==> config.mk <==
export PLATFORM = sky130hd
export DESIGN_NAME = char_lcd_nibble_write_sequencer_flat
export DESIGN_NICKNAME = d
export VERILOG_FILES = /design/src/design/clcd_pkg.sv /design/src/design/clcd_if.sv /design/src/design/clcd_seq.sv /design/src/design/char_lcd_nibble_write_sequencer.sv /design/src/flat_wrapper.sv
export SDC_FILE = /design/constraint.sdc
export NUM_CORES = 1
export LEC_CHECK = 0
export BUFFER_PORTS_ARGS = -buffer_cell sky130_fd_sc_hd__buf_2
export CAP_MARGIN = 40
export CORE_ASPECT_RATIO = 1.1
export CORE_MARGIN = 2
export CORE_UTILIZATION = 30
export DETAILED_ROUTE_END_ITERATION = 10
export GPL_ROUTABILITY_DRIVEN = 0
export HOLD_SLACK_MARGIN = 0.05
export PLACE_DENSITY = 0.5
export SLEW_MARGIN = 20
export SYNTH_ARGS = -nofsm -noshare
export SYNTH_HDL_FRONTEND = slang
export SYNTH_SLANG_ARGS = --single-unit
export TNS_END_PERCENT = 50
==> constraint.sdc <==
create_clock -name clk -period 12 [get_ports clk]
set_input_delay 3 -clock clk [delete_from_list [all_inputs] [get_ports clk]]
set_output_delay 3 -clock clk [all_outputs]
set_load 0.05 [all_outputs]
==> src/design/clcd_pkg.sv <==
// Shared types, constants and the init command table for the character LCD sequencer.
`default_nettype none

package clcd_pkg;

    localparam int TIMER_BITS_DEF = 16;
    localparam int CFG_INDEX_BITS = 2;
    localparam int CFG_DATA_BITS  = 16;

    localparam logic [2:0] INIT_COUNT = 3'd6;
    localparam logic [2:0] INIT_CLEAR = 3'd4;

    localparam logic OP_TICK  = 1'b0;
    localparam logic OP_WRITE = 1'b1;

    localparam logic [9:0]  ENABLE_PULSE_RST = 10'd10;
    localparam logic [9:0]  NIBBLE_HOLD_RST  = 10'd100;
    localparam logic [15:0] POWER_UP_RST     = 16'd3000;
    localparam logic [15:0] CLEAR_WAIT_RST   = 16'd2000;

    typedef enum logic [6:0] {
        PH_POWERUP   = 7'b0000001,
        PH_EN_HIGH1  = 7'b0000010,
        PH_HOLD1     = 7'b0000100,
        PH_EN_HIGH2  = 7'b0001000,
        PH_HOLD2     = 7'b0010000,
        PH_CLEARWAIT = 7'b0100000,
        PH_IDLE      = 7'b1000000
    } phase_t;

    typedef enum logic [CFG_INDEX_BITS-1:0] {
        REG_ENABLE_PULSE = 2'd0,
        REG_NIBBLE_HOLD  = 2'd1,
        REG_POWER_UP     = 2'd2,
        REG_CLEAR_WAIT   = 2'd3
    } cfg_reg_t;

    typedef struct packed {
        logic [9:0]  enable_pulse;
        logic [9:0]  nibble_hold;
        logic [15:0] power_up;
        logic [15:0] clear_wait;
    } clcd_cfg_t;

    typedef struct packed {
        logic [3:0] bus_nibble;
        logic       select_line;
        logic       enable_line;
        logic       busy_res;
        logic       rejected;
    } clcd_pins_t;

    // Power-on command list: 8-bit twice, 4-bit mode, 2 lines, display on, clear, entry mode.
    function automatic logic [7:0] init_cmd(input logic [2:0] pos);
        logic [7:0] cmd;
        case (pos)
            3'd0:    cmd = 8'h33;
            3'd1:    cmd = 8'h32;
            3'd2:    cmd = 8'h28;
            3'd3:    cmd = 8'h0E;
            3'd4:    cmd = 8'h01;
            3'd5:    cmd = 8'h06;
            default: cmd = 8'h00;
        endcase
        return cmd;
    endfunction

endpackage

`default_nettype wire

==> src/design/clcd_if.sv <==
// Request and result channel interfaces of the character LCD sequencer.
`default_nettype none

interface clcd_req_if;
    logic       valid;
    logic       ready;
    logic       operation;
    logic [7:0] byte_value;
    logic       is_data;

    modport source (output valid, operation, byte_value, is_data, input ready);
    modport sink   (input valid, operation, byte_value, is_data, output ready);
endinterface

interface clcd_res_if;
    logic       valid;
    logic       ready;
    logic [3:0] bus_nibble;
    logic       select_line;
    logic       enable_line;
    logic       busy_res;
    logic       rejected;

    modport source (output valid, bus_nibble, select_line, enable_line, busy_res, rejected,
                    input ready);
    modport sink   (input valid, bus_nibble, select_line, enable_line, busy_res, rejected,
                    output ready);
endinterface

`default_nettype wire

==> src/design/clcd_seq.sv <==
// Sequencer state: phase, init position, tick timer and pin registers.
`default_nettype none

module clcd_seq #(
    parameter int TIMER_BITS = clcd_pkg::TIMER_BITS_DEF
) (
    input  wire logic                clk,
    input  wire logic                rst_n,
    input  wire logic                step,
    input  wire logic                operation,
    input  wire logic [7:0]          byte_value,
    input  wire logic                is_data,
    input  wire clcd_pkg::clcd_cfg_t cfg,
    output clcd_pkg::clcd_pins_t     pins
);
    import clcd_pkg::*;

    localparam int CMP_BITS = (TIMER_BITS > 16) ? TIMER_BITS : 16;

    phase_t                 phase_reg, phase_next;
    logic [2:0]             pos_reg, pos_next;
    logic [TIMER_BITS-1:0]  cnt_reg, cnt_next, cnt_inc;
    logic [7:0]             pend_reg, pend_next;
    logic [3:0]             nib_reg, nib_next;
    logic                   sel_reg, sel_next;
    logic                   en_reg, en_next;
    logic [15:0]            limit;
    logic                   timer_done;
    logic                   start_init;
    logic [2:0]             start_pos;
    logic                   rej;

    // Limit of the current wait; saturates at the timer's top value.
    always_comb
    begin
        unique case (phase_reg)
            PH_POWERUP:               limit = cfg.power_up;
            PH_EN_HIGH1, PH_EN_HIGH2: limit = 16'(cfg.enable_pulse);
            PH_HOLD1, PH_HOLD2:       limit = 16'(cfg.nibble_hold);
            PH_CLEARWAIT:             limit = cfg.clear_wait;
            default:                  limit = 16'd0;
        endcase
    end

    assign cnt_inc    = cnt_reg + 1'b1;
    assign timer_done = (CMP_BITS'(cnt_inc) >= CMP_BITS'(limit)) || (&cnt_inc);

    always_comb
    begin
        phase_next = phase_reg;
        pos_next   = pos_reg;
        cnt_next   = cnt_reg;
        pend_next  = pend_reg;
        nib_next   = nib_reg;
        sel_next   = sel_reg;
        en_next    = en_reg;
        start_init = 1'b0;
        start_pos  = pos_reg;
        rej        = 1'b0;

        if (step)
        begin
            if (operation == OP_TICK)
            begin
                cnt_next = timer_done ? '0 : cnt_inc;
                unique case (phase_reg)
                    PH_POWERUP:
                    begin
                        if (timer_done)
                        begin
                            start_init = 1'b1;
                            start_pos  = 3'd0;
                        end
                    end
                    PH_EN_HIGH1:
                    begin
                        if (timer_done)
                        begin
                            en_next    = 1'b0;
                            phase_next = PH_HOLD1;
                        end
                    end
                    PH_HOLD1:
                    begin
                        if (timer_done)
                        begin
                            nib_next   = pend_reg[3:0];
                            en_next    = 1'b1;
                            phase_next = PH_EN_HIGH2;
                        end
                    end
                    PH_EN_HIGH2:
                    begin
                        if (timer_done)
                        begin
                            en_next    = 1'b0;
                            phase_next = PH_HOLD2;
                        end
                    end
                    PH_HOLD2:
                    begin
                        if (timer_done)
                        begin
                            if (pos_reg >= INIT_COUNT)
                            begin
                                phase_next = PH_IDLE;
                            end
                            else if (pos_reg == INIT_CLEAR && cfg.clear_wait != 16'd0)
                            begin
                                pos_next   = pos_reg + 3'd1;
                                phase_next = PH_CLEARWAIT;
                            end
                            else
                            begin
                                pos_next   = pos_reg + 3'd1;
                                start_init = 1'b1;
                                start_pos  = pos_reg + 3'd1;
                            end
                        end
                    end
                    PH_CLEARWAIT:
                    begin
                        if (timer_done)
                        begin
                            start_init = 1'b1;
                            start_pos  = pos_reg;
                        end
                    end
                    default:
                    begin
                        cnt_next = cnt_reg;
                    end
                endcase
            end
            else if (phase_reg == PH_IDLE)
            begin
                pend_next  = byte_value;
                sel_next   = is_data;
                nib_next   = byte_value[7:4];
                en_next    = 1'b1;
                cnt_next   = '0;
                phase_next = PH_EN_HIGH1;
            end
            else
            begin
                rej = 1'b1;
            end
        end

        // Next init command, or done once the list is through.
        if (start_init)
        begin
            pos_next = start_pos;
            cnt_next = '0;
            if (start_pos < INIT_COUNT)
            begin
                pend_next  = init_cmd(start_pos);
                sel_next   = 1'b0;
                nib_next   = 4'(init_cmd(start_pos) >> 4);
                en_next    = 1'b1;
                phase_next = PH_EN_HIGH1;
            end
            else
            begin
                pos_next   = INIT_COUNT;
                phase_next = PH_IDLE;
            end
        end
    end

    always_ff @(posedge clk or negedge rst_n)
    begin
        if (!rst_n)
        begin
            phase_reg <= PH_POWERUP;
            pos_reg   <= '0;
            cnt_reg   <= '0;
            pend_reg  <= '0;
            nib_reg   <= '0;
            sel_reg   <= 1'b0;
            en_reg    <= 1'b0;
        end
        else
        begin
            phase_reg <= phase_next;
            pos_reg   <= pos_next;
            cnt_reg   <= cnt_next;
            pend_reg  <= pend_next;
            nib_reg   <= nib_next;
            sel_reg   <= sel_next;
            en_reg    <= en_next;
        end
    end

    // Pin levels after this item has been applied.
    assign pins.bus_nibble  = nib_next;
    assign pins.select_line = sel_next;
    assign pins.enable_line = en_next;
    assign pins.busy_res    = (phase_next != PH_IDLE);
    assign pins.rejected    = rej;

endmodule

`default_nettype wire

==> src/design/char_lcd_nibble_write_sequencer.sv <==
// Top level of the character LCD 4-bit write sequencer.
//
// Drives an HD44780-style display over D7..D4, RS and E (R/W tied low).
// Channel "request": one item per microsecond tick (operation = tick) or a
// byte write (operation = write, byte_value, is_data as RS).
// Channel "result": exactly one item per request, the pin levels after that
// request was applied, plus busy_res and rejected (write dropped while busy).
// Config port: cfg_write_en / cfg_index / cfg_data; the user must write
// it only while idle, as the block itself does not enforce this.
// Throughput: one request per clock while results are taken; the input
// register and the result register sit around one step of the sequencer's
// next-state logic. The request side stays ready while a result waits, as
// long as the input register is empty; when the receiver stalls, both stages
// hold and request.ready drops once the input register is full.
// Reset: config returns to its defaults, the sequencer enters the power-up
// wait and then sends 0x33, 0x32, 0x28, 0x0E, 0x01, clear wait, 0x06,
// all paced by ticks; writes before that finish come back rejected.
`default_nettype none

module char_lcd_nibble_write_sequencer #(
    parameter int TIMER_BITS = clcd_pkg::TIMER_BITS_DEF
) (
    input  wire logic                                clk,
    input  wire logic                                rst_n,
    clcd_req_if.sink                                 request,
    clcd_res_if.source                               result,
    input  wire logic                                cfg_write_en,
    input  wire logic [clcd_pkg::CFG_INDEX_BITS-1:0] cfg_index,
    input  wire logic [clcd_pkg::CFG_DATA_BITS-1:0]  cfg_data
);
    import clcd_pkg::*;

    clcd_cfg_t  cfg_reg;
    logic       in_valid_reg;
    logic       in_op_reg;
    logic [7:0] in_byte_reg;
    logic       in_data_reg;
    logic       out_valid_reg;
    clcd_pins_t out_pins_reg;
    clcd_pins_t pins;
    logic       advance;
    logic       step;

    // Stages move together unless the result register is full and stalled.
    assign advance       = !out_valid_reg || result.ready;
    assign step          = advance && in_valid_reg;
    assign request.ready = !in_valid_reg || advance;

    // Configuration registers
    always_ff @(posedge clk or negedge rst_n)
    begin
        if (!rst_n)
        begin
            cfg_reg.enable_pulse <= ENABLE_PULSE_RST;
            cfg_reg.nibble_hold  <= NIBBLE_HOLD_RST;
            cfg_reg.power_up     <= POWER_UP_RST;
            cfg_reg.clear_wait   <= CLEAR_WAIT_RST;
        end
        else if (cfg_write_en)
        begin
            unique case (cfg_reg_t'(cfg_index))
                REG_ENABLE_PULSE: cfg_reg.enable_pulse <= cfg_data[9:0];
                REG_NIBBLE_HOLD:  cfg_reg.nibble_hold  <= cfg_data[9:0];
                REG_POWER_UP:     cfg_reg.power_up     <= cfg_data;
                REG_CLEAR_WAIT:   cfg_reg.clear_wait   <= cfg_data;
                default:          cfg_reg.clear_wait   <= cfg_reg.clear_wait;
            endcase
        end
    end

    // Input register
    always_ff @(posedge clk or negedge rst_n)
    begin
        if (!rst_n)
        begin
            in_valid_reg <= 1'b0;
        end
        else if (request.ready)
        begin
            in_valid_reg <= request.valid;
        end
    end

    always_ff @(posedge clk)
    begin
        if (request.valid && request.ready)
        begin
            in_op_reg   <= request.operation;
            in_byte_reg <= request.byte_value;
            in_data_reg <= request.is_data;
        end
    end

    clcd_seq #(
        .TIMER_BITS (TIMER_BITS)
    ) u_seq (
        .clk        (clk),
        .rst_n      (rst_n),
        .step       (step),
        .operation  (in_op_reg),
        .byte_value (in_byte_reg),
        .is_data    (in_data_reg),
        .cfg        (cfg_reg),
        .pins       (pins)
    );

    // Result register
    always_ff @(posedge clk or negedge rst_n)
    begin
        if (!rst_n)
        begin
            out_valid_reg <= 1'b0;
        end
        else if (advance)
        begin
            out_valid_reg <= in_valid_reg;
        end
    end

    always_ff @(posedge clk)
    begin
        if (step)
        begin
            out_pins_reg <= pins;
        end
    end

    assign result.valid       = out_valid_reg;
    assign result.bus_nibble  = out_pins_reg.bus_nibble;
    assign result.select_line = out_pins_reg.select_line;
    assign result.enable_line = out_pins_reg.enable_line;
    assign result.busy_res    = out_pins_reg.busy_res;
    assign result.rejected    = out_pins_reg.rejected;

endmodule

`default_nettype wire

==> src/flat_wrapper.sv <==
// flat-port wrapper written by rule: the top's interface ports become plain ports
module char_lcd_nibble_write_sequencer_flat import clcd_pkg::*;
#(
    parameter int TIMER_BITS = clcd_pkg::TIMER_BITS_DEF
)
  (clk, rst_n, cfg_write_en, cfg_index, cfg_data, request_valid, request_operation, request_byte_value, request_is_data, request_ready, result_valid, result_bus_nibble, result_select_line, result_enable_line, result_busy_res, result_rejected, result_ready);
  clcd_req_if request_i ();
  clcd_res_if result_i ();
  input  wire logic clk;
  input  wire logic rst_n;
  input  wire logic cfg_write_en;
  input  wire logic [clcd_pkg::CFG_INDEX_BITS-1:0] cfg_index;
  input  wire logic [clcd_pkg::CFG_DATA_BITS-1:0] cfg_data;
  input wire logic [$bits(request_i.valid)-1:0] request_valid;
  input wire logic [$bits(request_i.operation)-1:0] request_operation;
  input wire logic [$bits(request_i.byte_value)-1:0] request_byte_value;
  input wire logic [$bits(request_i.is_data)-1:0] request_is_data;
  output wire logic [$bits(request_i.ready)-1:0] request_ready;
  output wire logic [$bits(result_i.valid)-1:0] result_valid;
  output wire logic [$bits(result_i.bus_nibble)-1:0] result_bus_nibble;
  output wire logic [$bits(result_i.select_line)-1:0] result_select_line;
  output wire logic [$bits(result_i.enable_line)-1:0] result_enable_line;
  output wire logic [$bits(result_i.busy_res)-1:0] result_busy_res;
  output wire logic [$bits(result_i.rejected)-1:0] result_rejected;
  input wire logic [$bits(result_i.ready)-1:0] result_ready;
  assign request_i.valid = request_valid;
  assign request_i.operation = request_operation;
  assign request_i.byte_value = request_byte_value;
  assign request_i.is_data = request_is_data;
  assign request_ready = request_i.ready;
  assign result_valid = result_i.valid;
  assign result_bus_nibble = result_i.bus_nibble;
  assign result_select_line = result_i.select_line;
  assign result_enable_line = result_i.enable_line;
  assign result_busy_res = result_i.busy_res;
  assign result_rejected = result_i.rejected;
  assign result_i.ready = result_ready;
  char_lcd_nibble_write_sequencer #(.TIMER_BITS(TIMER_BITS)) u_core (.clk(clk), .rst_n(rst_n), .request(request_i), .result(result_i), .cfg_write_en(cfg_write_en), .cfg_index(cfg_index), .cfg_data(cfg_data));
endmodule
# [Yosys cells after proc, flatten, opt, wreduce, memory -nomap -nowiden]
# Index checks and enable logic that the tools add are counted.
[word_totals] register_bits=112 wordCells=139 out_inout_bits=10 input_bits=33
[op_classes] n_mux=67 n_reduce_logical=26 magnitude_cmp=3 n_addsub=2 eq_ne=20
[ops] operator="two-way mux 16 bit" count=6
[ops] operator="two-way mux 7 bit" count=11
[ops] operator="case mux 16 bit (4 select lines)" count=1
[ops] operator="two-way mux 8 bit" count=5
[ops] operator="two-way mux 3 bit" count=13
[ops] operator="case mux 6 bit (6 select lines)" count=1
[ops] operator="two-way mux 4 bit" count=7
[ops] operator="case mux 7 bit (4 select lines)" count=1
[ops] operator="two-way mux 1 bit" count=19
[ops] operator="adder 16 x 1 -> 16 bit (second input constant)" count=1
[ops] operator=">= comparator 16 bit" count=1
[ops] operator="AND reduction 16 bit" count=1
[ops] operator="nonzero test 16 bit" count=1
[ops] operator="== test 3 bit (second input constant)" count=3
[ops] operator="AND reduction 2 bit" count=4
[ops] operator="== test 7 x 1 -> 1 bit (second input constant)" count=1
[ops] operator="== test 7 x 2 -> 1 bit (second input constant)" count=1
[ops] operator="== test 7 x 3 -> 1 bit (second input constant)" count=1
[ops] operator="== test 7 x 4 -> 1 bit (second input constant)" count=1
[ops] operator="== test 7 x 5 -> 1 bit (second input constant)" count=1
[ops] operator="== test 7 x 6 -> 1 bit (second input constant)" count=1
[ops] operator="== test 7 bit (second input constant)" count=1
[ops] operator="!= test 7 bit (second input constant)" count=1
[ops] operator="== test 3 x 2 -> 1 bit (second input constant)" count=2
[ops] operator="21 further kinds" count=33

# [Logic depth before layout (Yosys ltp)]
# Gate-level depths: netlist of the first run.
[logic_depth] word_depth=13 mapped_depth=18 ltp_nobuf=15

# [Hierarchy]
# From an unflattened synthesis of the first run, not the netlist that was laid out.
[unflattened] hier_cells=512 hier_area_um2=5775.5
[modules_own_cells] mod="clcd_seq" cells_per_inst=374 seq_area_each_um2=902.1 area_per_inst_um2=3119.2 n_inst=1
[modules_own_cells] mod="char_lcd_nibble_write_sequencer" cells_per_inst=138 seq_area_each_um2=1914.3 area_per_inst_um2=2656.3 n_inst=1

# [Least setup slack after synthesis of the first run]
# OpenSTA, ideal clock, no wires.
[synth_path] kind="input -> output" from="in result_ready" to="out request_ready" path_slack_ns=5.517 required_ns=9.000 t_arrival_ns=3.483 stages=1 n_path_buf=0 cell_sequence="nand3b_1"
[synth_between] elab_chain_cells=2
[synth_rtl] element="start: declaration" line_no="flat_wrapper.sv:25" source="input wire logic [$bits(result_i.ready)-1:0] result_ready;"
[synth_rtl] element="logical OR 1 bit" line_no="char_lcd_nibble_write_sequencer.sv:45" source="assign advance = !out_valid_reg || result.ready;"
[synth_rtl] element="logical OR 1 bit" line_no="char_lcd_nibble_write_sequencer.sv:47" source="assign request.ready = !in_valid_reg || advance;"
[synth_rtl] element="end: declaration" line_no="flat_wrapper.sv:18" source="output wire logic [$bits(request_i.ready)-1:0] request_ready;"
# No other way between the ends.

# [Final worst setup path of the first run]
# Same ends and word-level chain as after synthesis.

==> metrics.yaml, run 1 <==
timing:
  fin_crit_ns: 6.51
  fmax_mhz: 154
  final_max_slew_viol_count: 0
  worst_slack_ns: 5.49
  timing.final.hold_violations: 0
  rsz0062_at_grt: "no"
  tightest_slew_ns: 0.745
  holdWs_ns: 0.506
  fin_skew_ns: 0.0144
  setup-tns-final_ns: 0
  setup_viol_count_final: 0
  max_slew_margin: 0.502
  post-route-period-util: 0.542
power_and_ir_drop:
  intPower_uw: 717
  p_leak_uw: 0.00275
  vdd_drop_max_mv: 0.0733
  clockPowerShare: 0.287
  power_density_nw_per_um2: 159
  switching_share: 0.327
  p_total_uw: 1070
  power_frac_seq: 0.453
  p_switching_uw: 348
  combPwrFrac: 0.260
clock_network:
  root_buffer: "clkbuf_16"
  max-clock-path-buffers: 2
  worstSkewPairLatency_ns: 0.36
  cts_setup_buffers: 0
  cts_resized: 0
  clk_pin_slew_ns: 0.07
  h-tree-depth: 3
  cts_tree: "yes"
  numCtsBuffers: 9
  ctsHoldBuffers: 0
  clock-sinks: 108
synthesis:
  synth.net_count: 587
  seq_area_frac_synth: 0.482
  syn_area_um2: 5840
  async_flop_share: 0.833
  ys_types: 71
  synthCells: 533
  ys_top_cells_by_area: "dfrtp_1, mux2_2, edfxtp_1"
  synth_warnings: 0
  post_synth.cell_area_avg_um2: 11.0
  yosysMostFrequentCell: "dfrtp_1"
  ys_seq_elements: 108
  synth_top_area_cell: "dfrtp_1"
  synthTopCellsByCount: "dfrtp_1, mux2_2, nand2_1, nor2_1, o21ai_0"
  ys.flop_type: "dfrtp_1"
  synth_top_area_frac: 0.304
  synth-edff-count: 18
cells_and_area:
  fillers: 1941
  area_delta_synth_final_pct: 14.7
  fin_cells: 829
  antennaDiodeCount: 0
  nNetsFinal: 631
  drive_above_1_share: 0.285
  largest_reg_flops: 52
routing:
  ant_nets: 0
  drtPass1Iterations: 5
  drc: 0
  vias_per_cell: 5.27
  drt-initial-drc-count: 250
  wl_per_cell_um: 17.3
  vias: 4369
  wirelength_mm: 14.4
global_route:
  antenna_found_initial: 0
  grt_overflow: 0
  grt_max_degree: 65
  met1_usage: 0.197
  use_met2: 0.248
  grt_pass1_vias: 4539
  use_met3: 0.0246
  grt.total_usage: 0.150
  grt_busiest_layer: "met2"
  grt_pass1_wl_mm: 23.9
setup_path:
  startpoint: "result_ready"
  path_class: "in2out"
  path_depth: 3
  crit_end: "request_ready"
  crit_buf_inv: 2
  worst_path_most_repeated_cell: "buf_2"
  cpLargestDelayFamily: "buffers and inverters"
  r2r_cells: 13
  cp_max_fo: 3
  critical-path-max-stage-delay_ns: 0.23
  crit_path_start_kind: "primary input"
  path_cells: "buf_2 > nand3b_1 > buf_2"
  reg2reg_slack_ns: 7.51
  slowest_stage: "buf_2"
  crit_arrival_ns: 3.51
  timing.rr.end: "u_core.result.bus_nibble[1]$_DFFE_PP_"
  critPathCaptureType: "output pin"
  timing.rr.start: "u_core.u_seq.cnt_reg[3]$_DFFE_PN0P_"
  required_ns: 9.00
die:
  num_rows: 53
  die_w_um: 137
  dieArea_um2: 20600
  initial_core_util: 0.306
  fp.dieH_um: 150
  coreArea_um2: 19100
  io-pin-count: 43
job:
  drv_cap: 0
run_status:
  status: "completed"
hold_path:
  hold_class: "reg2reg"
placement:
  dp_hpwl_mm: 10.4
  pre_cts_ws_ns: 5.49
  io_buffers: 42
  dp.cells: 810
-- power groups by stage --
stage	Clock (uW)	Combinational (uW)	Sequential (uW)
after floorplan	0	185	491
after global placement	0	268	488
after detailed placement	0	275	489
after CTS	316	276	483
after global routing	330	312	492
final	306	277	483
-- cell families (layout without fill, tap and decap cells) --
family	Yosys count	in the layout	share of synthesized area
AO/OA/AOI/OAI	132	132	0.166
XOR/XNOR	15	15	0.0225
adder cells (fa/ha/maj)	21	21	0.0450
buffers and inverters	36	85	0.0261
flip-flops	108	108	0.482
multiplexers	57	57	0.109
AND/OR/NAND/NOR	164	164	0.148
-- worst min path at each step --
stage	to	start	slack, ns	depth (start not counted)
2_1_floorplan	u_core.u_seq.nib_reg[1]$_DFF_PN0_	u_core.u_seq.nib_reg[1]$_DFF_PN0_	0.45	1
3_3_place_gp	u_core.result.valid$_DFFE_PN0N_	u_core.in_valid_reg$_DFFE_PN0N_	0.47	1
3_5_place_dp	u_core.cfg_reg[46]$_DFFE_PN0P_	u_core.cfg_reg[46]$_DFFE_PN0P_	0.50	1
4_1_cts	u_core.cfg_reg[31]$_DFFE_PN0P_	u_core.cfg_reg[31]$_DFFE_PN0P_	0.51	1
5_1_grt	u_core.cfg_reg[31]$_DFFE_PN0P_	u_core.cfg_reg[31]$_DFFE_PN0P_	0.53	1
6_report	u_core.u_seq.nib_reg[1]$_DFF_PN0_	u_core.u_seq.nib_reg[1]$_DFF_PN0_	0.51	1
-- per-stage QoR --
| stage | cell area, um^2 | utilization |
|---|---|---|
| 2_1_floorplan | 5840 | - |
| 3_3_place_gp | 6290 | 0.329 |
| 3_5_place_dp | 6350 | 0.333 |
| 4_1_cts | 6650 | 0.348 |
| 5_1_grt | 6700 | 0.351 |
| 6_report | 6700 | 0.351 |
-- per-layer routing --
metal  part of all wire  vias to the layer above
met2               0.48                       98
met1               0.46                     2177
met4              0.017                        0
met5                  0                        -
met3              0.037                       15
li1                   -                     2079
-- cell type report --
class                      count  area [um^2]  area share
multi-input combinational    389         2870       0.428
sequential                   108         2820       0.421
timing repair buffer          55          349      0.0521
tap                          247          309      0.0462
inverter                      14         52.6     0.00785
clock inverter                 6         71.3      0.0107
clock buffer                  10          229      0.0342
-- layout by cell type, fill, tap and decap left out, types with 10 or more instances in the layout --
cell type,netlist,layout
a21oi_1,17,17
a221oi_1,10,10
a22o_1,11,11
a22oi_1,16,16
buf_2,5,41
dfrtp_1,71,71
dfstp_2,19,19
edfxtp_1,18,18
ha_1,21,21
inv_1,14,14
mux2_2,54,54
nand2_1,42,42
nand2b_1,11,11
nor2_1,40,40
nor3_1,15,15
o21ai_0,31,31
No activity file was read; power rests on OpenSTA's default activity.
==> run 2, diff against run 1 <==
clock period = 6.26 ns   (was 12 ns; I/O delays follow)
==> metrics.yaml, run 2 (synthesized netlist as in run 1, its figures left out) <==
global_route:
  grt_pass1_wl_mm: 23.8
  grt_max_degree: 60
  grt_overflow: 0
  antenna_found_initial: 0
  grt_pass1_vias: 4487
  grt.total_usage: 0.148
clock_network:
  cts_setup_buffers: 0
  cts_resized: 0
  worstSkewPairLatency_ns: 0.36
  ctsHoldBuffers: 0
  clk_pin_slew_ns: 0.08
  max-clock-path-buffers: 2
  clock-sinks: 108
  root_buffer: "clkbuf_16"
  numCtsBuffers: 9
  h-tree-depth: 3
  cts_tree: "yes"
timing:
  fin_skew_ns: 0.0101
  worst_slack_ns: 1.73
  setup-tns-final_ns: 0
  fin_crit_ns: 4.53
  final_max_slew_viol_count: 0
  max_slew_margin: 0.463
  timing.final.hold_violations: 0
  fmax_mhz: 221
  rsz0062_at_grt: "no"
  tightest_slew_ns: 0.803
  setup_viol_count_final: 0
  post-route-period-util: 0.723
setup_path:
  path_class: "reg2reg"
  slowest_stage: "or4_4"
  path_cells: "nand4_1 > or4_4 > nor3_1 > xor2_1 > ha_1 > o2111a_1 > a221oi_1 > o21ai_1 > o21ai_4 > nor2_1 > a22o_1 > a211o_1"
  crit_arrival_ns: 4.63
  crit_path_start_kind: "register"
  required_ns: 6.37
  cp_max_fo: 13
  critical-path-max-stage-delay_ns: 0.70
  critPathCaptureType: "register"
cells_and_area:
  postLayoutCellArea_um2: 6730
  nNetsFinal: 630
  drive_above_1_share: 0.284
  largest_reg_flops: 52
  mostFrequentLayoutCell: "dfrtp_1"
  area_delta_synth_final_pct: 15.2
  mostFrequentLayoutCells: "dfrtp_1, mux2_2, nand2_1, buf_2, nor2_1"
  antennaDiodeCount: 0
die:
  io-pin-count: 43
  coreArea_um2: 19100
  fp.dieH_um: 150
  initial_core_util: 0.306
  num_rows: 53
  dieArea_um2: 20600
  die_w_um: 137
run_status:
  status: "completed"
routing:
  ant_nets: 0
  vias_per_cell: 5.25
  drt-initial-drc-count: 274
  wirelength_mm: 14.4
  wl_per_cell_um: 17.4
  vias: 4345
  drtPass1Iterations: 5
  drc: 0
power_and_ir_drop:
  switching_share: 0.312
  intPower_uw: 1430
  combPwrFrac: 0.246
  p_leak_uw: 0.00276
  clockPowerShare: 0.308
  power_density_nw_per_um2: 310
  vdd_drop_max_mv: 0.152
  p_switching_uw: 650
  power_frac_seq: 0.445
placement:
  io_buffers: 42
  dp_hpwl_mm: 10.6
  pre_cts_ws_ns: 1.63
  postPlaceCellArea_um2: 6340
hold_path:
  hold_class: "reg2reg"
job:
  drv_cap: 0
run 2: cell count changes in the layout (fill, tap and decap cells not counted), sizes merged:
| cell | delta |
|---|---|
| clkbuf | +2 |
| clkinv | -2 |
| buf | -1 |
| bufinv | +1 |
| clkinvlp | -1 |
run 2: final timing paths:
check / from / endpoint / slack [ns] / cells past startpoint
setup / recovery: u_core.u_seq.cnt_reg[3]$_DFFE_PN0P_ / u_core.result.bus_nibble[1]$_DFFE_PP_ / 1.73 / 12
hold / removal: u_core.in_valid_reg$_DFFE_PN0N_ / u_core.result.valid$_DFFE_PN0N_ / 0.51 / 1
setup reg to reg: u_core.u_seq.cnt_reg[3]$_DFFE_PN0P_ / u_core.result.bus_nibble[1]$_DFFE_PP_ / 1.73 / 12
hold reg to reg: u_core.in_valid_reg$_DFFE_PN0N_ / u_core.result.valid$_DFFE_PN0N_ / 0.51 / 1
max in group asynchronous: rst_n / u_core.cfg_reg[10]$_DFFE_PN1P_ / 4.24 / 3
min in group asynchronous: rst_n / u_core.cfg_reg[33]$_DFFE_PN0P_ / 1.15 / 1
run 2: routing by layer:
layer | up-vias | track usage | part of all wire
li1 | 2080 | - | -
met3 | 8 | 0.0259 | 0.035
met5 | - | 0 | 0
met2 | 75 | 0.241 | 0.48
met1 | 2182 | 0.203 | 0.48
met4 | 0 | 0.0418 | 0.0099
run 2: final cells by class:
| cell class | instances | area [um^2] |
|---|---|---|
| timing repair buffer | 54 | 345 |
| clock inverter | 4 | 77.6 |
| tap | 247 | 309 |
| multi-input combinational | 389 | 2870 |
| clock buffer | 12 | 256 |
| inverter | 14 | 52.6 |
| fill | 1960 | 12400 |
| sequential | 108 | 2820 |
run 2: stage by stage:
| stage | hold WS (ns) | instances | total power (uW) | utilization |
|---|---|---|---|---|
| floorplan | 0.451 | 533 | 1290 | - |
| global placement | 0.473 | 804 | 1430 | 0.329 |
| detailed placement | 0.470 | 809 | 1460 | 0.332 |
| CTS | 0.504 | 825 | 2110 | 0.349 |
| global route | 0.513 | 828 | 2210 | 0.352 |
| finish | 0.511 | 828 | 2080 | 0.352 |
run 2: power groups by stage:
stage | Sequential, uW | Clock, uW | Combinational, uW
after global routing | 945 | 688 | 579
after global placement | 938 | 0 | 494
after floorplan | 940 | 0 | 355
after detailed placement | 941 | 0 | 517
after CTS | 928 | 662 | 520
final | 928 | 643 | 513
run 2: worst max-delay path: cells and delay by family (launching register included):
| family | cells | cell delay (ns) |
|---|---|---|
| AOI/OAI and AO/OA | 6 | 1.73 |
| and+or+nand+nor | 4 | 1.55 |
| DFF | 1 | 0.47 |
| adders and majority gates | 1 | 0.28 |
| xor gates and xnor gates | 1 | 0.24 |
==> run 3, diff against run 2 <==
clock period = 4.41 ns   (was 6.26 ns; I/O delays follow)
==> metrics.yaml, run 3 (synthesized netlist as in run 1, its figures left out) <==
setup_path:
  critical-path-max-stage-delay_ns: 0.59
  required_ns: 4.50
  path_class: "reg2reg"
  cp_max_fo: 10
  crit_path_start_kind: "register"
  crit_arrival_ns: 4.07
  crit_buf_inv: 1
  slowest_stage: "or4_4"
  critPathCaptureType: "register"
  path_cells: "nand3_4 > or4_4 > nor3_1 > xor2_1 > ha_1 > o2111a_1 > a221oi_1 > o21ai_1 > buf_4 > or2_2 > and3_1 > o22ai_1 > o2111ai_1"
  cpLargestDelayFamily: "simple AND/OR/NAND/NOR gates"
timing:
  timing.final.hold_violations: 0
  setup-tns-final_ns: 0
  rsz0062_at_grt: "no"
  final_max_slew_viol_count: 0
  fin_skew_ns: 0.00936
  fmax_mhz: 251
  tightest_slew_ns: 0.741
  setup_viol_count_final: 0
  max_slew_margin: 0.502
  fin_crit_ns: 3.99
  post-route-period-util: 0.904
  worst_slack_ns: 0.424
power_and_ir_drop:
  intPower_uw: 1940
  power_frac_seq: 0.456
  vdd_drop_max_mv: 0.202
  p_switching_uw: 966
  p_total_uw: 2910
  power_density_nw_per_um2: 430
  switching_share: 0.332
  combPwrFrac: 0.264
  clockPowerShare: 0.280
  p_leak_uw: 0.00279
placement:
  io_buffers: 42
  postPlaceCellArea_um2: 6420
  pre_cts_ws_ns: 0.306
  dp_hpwl_mm: 11.1
routing:
  vias: 4401
  drt-initial-drc-count: 381
  wirelength_mm: 14.8
  vias_per_cell: 5.25
  ant_nets: 0
  wl_per_cell_um: 17.7
  drtPass1Iterations: 5
  drc: 0
clock_network:
  cts_resized: 0
  numCtsBuffers: 9
  h-tree-depth: 3
  clock-sinks: 108
  root_buffer: "clkbuf_16"
  worstSkewPairLatency_ns: 0.36
  cts_setup_buffers: 0
  clk_pin_slew_ns: 0.08
  cts_tree: "yes"
  ctsHoldBuffers: 0
  max-clock-path-buffers: 2
cells_and_area:
  drive_above_1_share: 0.301
  area_delta_synth_final_pct: 15.7
  mostFrequentLayoutCell: "dfrtp_1"
  postLayoutCellArea_um2: 6750
  mostFrequentLayoutCells: "dfrtp_1, mux2_2, nand2_1, buf_2, nor2_1"
  fillers: 1912
  nNetsFinal: 640
  antennaDiodeCount: 0
  largest_reg_flops: 52
global_route:
  grt_overflow: 0
  grt.total_usage: 0.154
  antenna_found_initial: 0
  grt_pass1_wl_mm: 24.7
  grt_pass1_vias: 4451
  grt_max_degree: 58
hold_path:
  hold_class: "reg2reg"
die:
  fp.dieH_um: 150
  num_rows: 53
  coreArea_um2: 19100
  die_w_um: 137
  io-pin-count: 43
  initial_core_util: 0.306
  dieArea_um2: 20600
job:
  drv_cap: 0
run_status:
  status: "completed"
[run 3: final timing paths]
kind / from / end / slack, ns / cells after the start
worst max register to register: u_core.u_seq.cnt_reg[0]$_DFFE_PN0P_ / u_core.result.busy_res$_DFFE_PP_ / 0.42 / 13
worst min register to register: u_core.u_seq.nib_reg[1]$_DFF_PN0_ / u_core.u_seq.nib_reg[1]$_DFF_PN0_ / 0.50 / 1
worst min-delay path: u_core.u_seq.nib_reg[1]$_DFF_PN0_ / u_core.u_seq.nib_reg[1]$_DFF_PN0_ / 0.50 / 1
min in group asynchronous: rst_n / u_core.u_seq.phase_reg[4]$_DFF_PN0_ / 0.73 / 2
worst max-delay path: u_core.u_seq.cnt_reg[0]$_DFFE_PN0P_ / u_core.result.busy_res$_DFFE_PP_ / 0.42 / 13
max in group asynchronous: rst_n / u_core.cfg_reg[24]$_DFFE_PN1P_ / 3.06 / 3
[run 3: area by class of cell]
class / instances / area (um^2) / share of cell area
repair buffers: 64 / 409 / 0.0606
flip-flops and latches: 108 / 2820 / 0.417
well taps: 247 / 309 / 0.0458
multi-input cells: 389 / 2870 / 0.425
clock buffers: 11 / 253 / 0.0374
inverters: 14 / 52.6 / 0.00778
clock inverters: 5 / 42.5 / 0.00630
[run 3: metrics by stage]
| stage | instances | hold slack [ns] | util |
|---|---|---|---|
| 3_3_place_gp | 819 | 0.471 | 0.335 |
| 2_1_floorplan | 533 | 0.451 | - |
| 4_1_cts | 836 | 0.505 | 0.351 |
| 3_5_place_dp | 820 | 0.483 | 0.336 |
| 6_report | 838 | 0.495 | 0.354 |
| 5_1_grt | 838 | 0.528 | 0.354 |
[run 3: power groups by stage]
stage	registers, uW	logic (uW)	clock network (uW)
after floorplan	1330	503	0
after global placement	1340	763	0
after detailed placement	1340	771	0
after CTS	1320	775	841
after global routing	1340	863	881
final	1320	767	815
[run 3: worst reg2reg max path, stage by stage (launching register included)]
cell	delay [ns]
dfrtp_1	0.52
nand3_4	0.19
or4_4	0.60
nor3_1	0.26
xor2_1	0.25
ha_1	0.28
o2111a_1	0.14
a221oi_1	0.25
o21ai_1	0.10
buf_4	0.18
or2_2	0.35
and3_1	0.19
o22ai_1	0.25
o2111ai_1	0.17
[run 3: metal layers]
layer | global-route usage | routed length (um)
met5 | 0 | 0
met1 | 0.212 | 6820
met2 | 0.253 | 7290
met3 | 0.0219 | 519
met4 | 0.0433 | 185
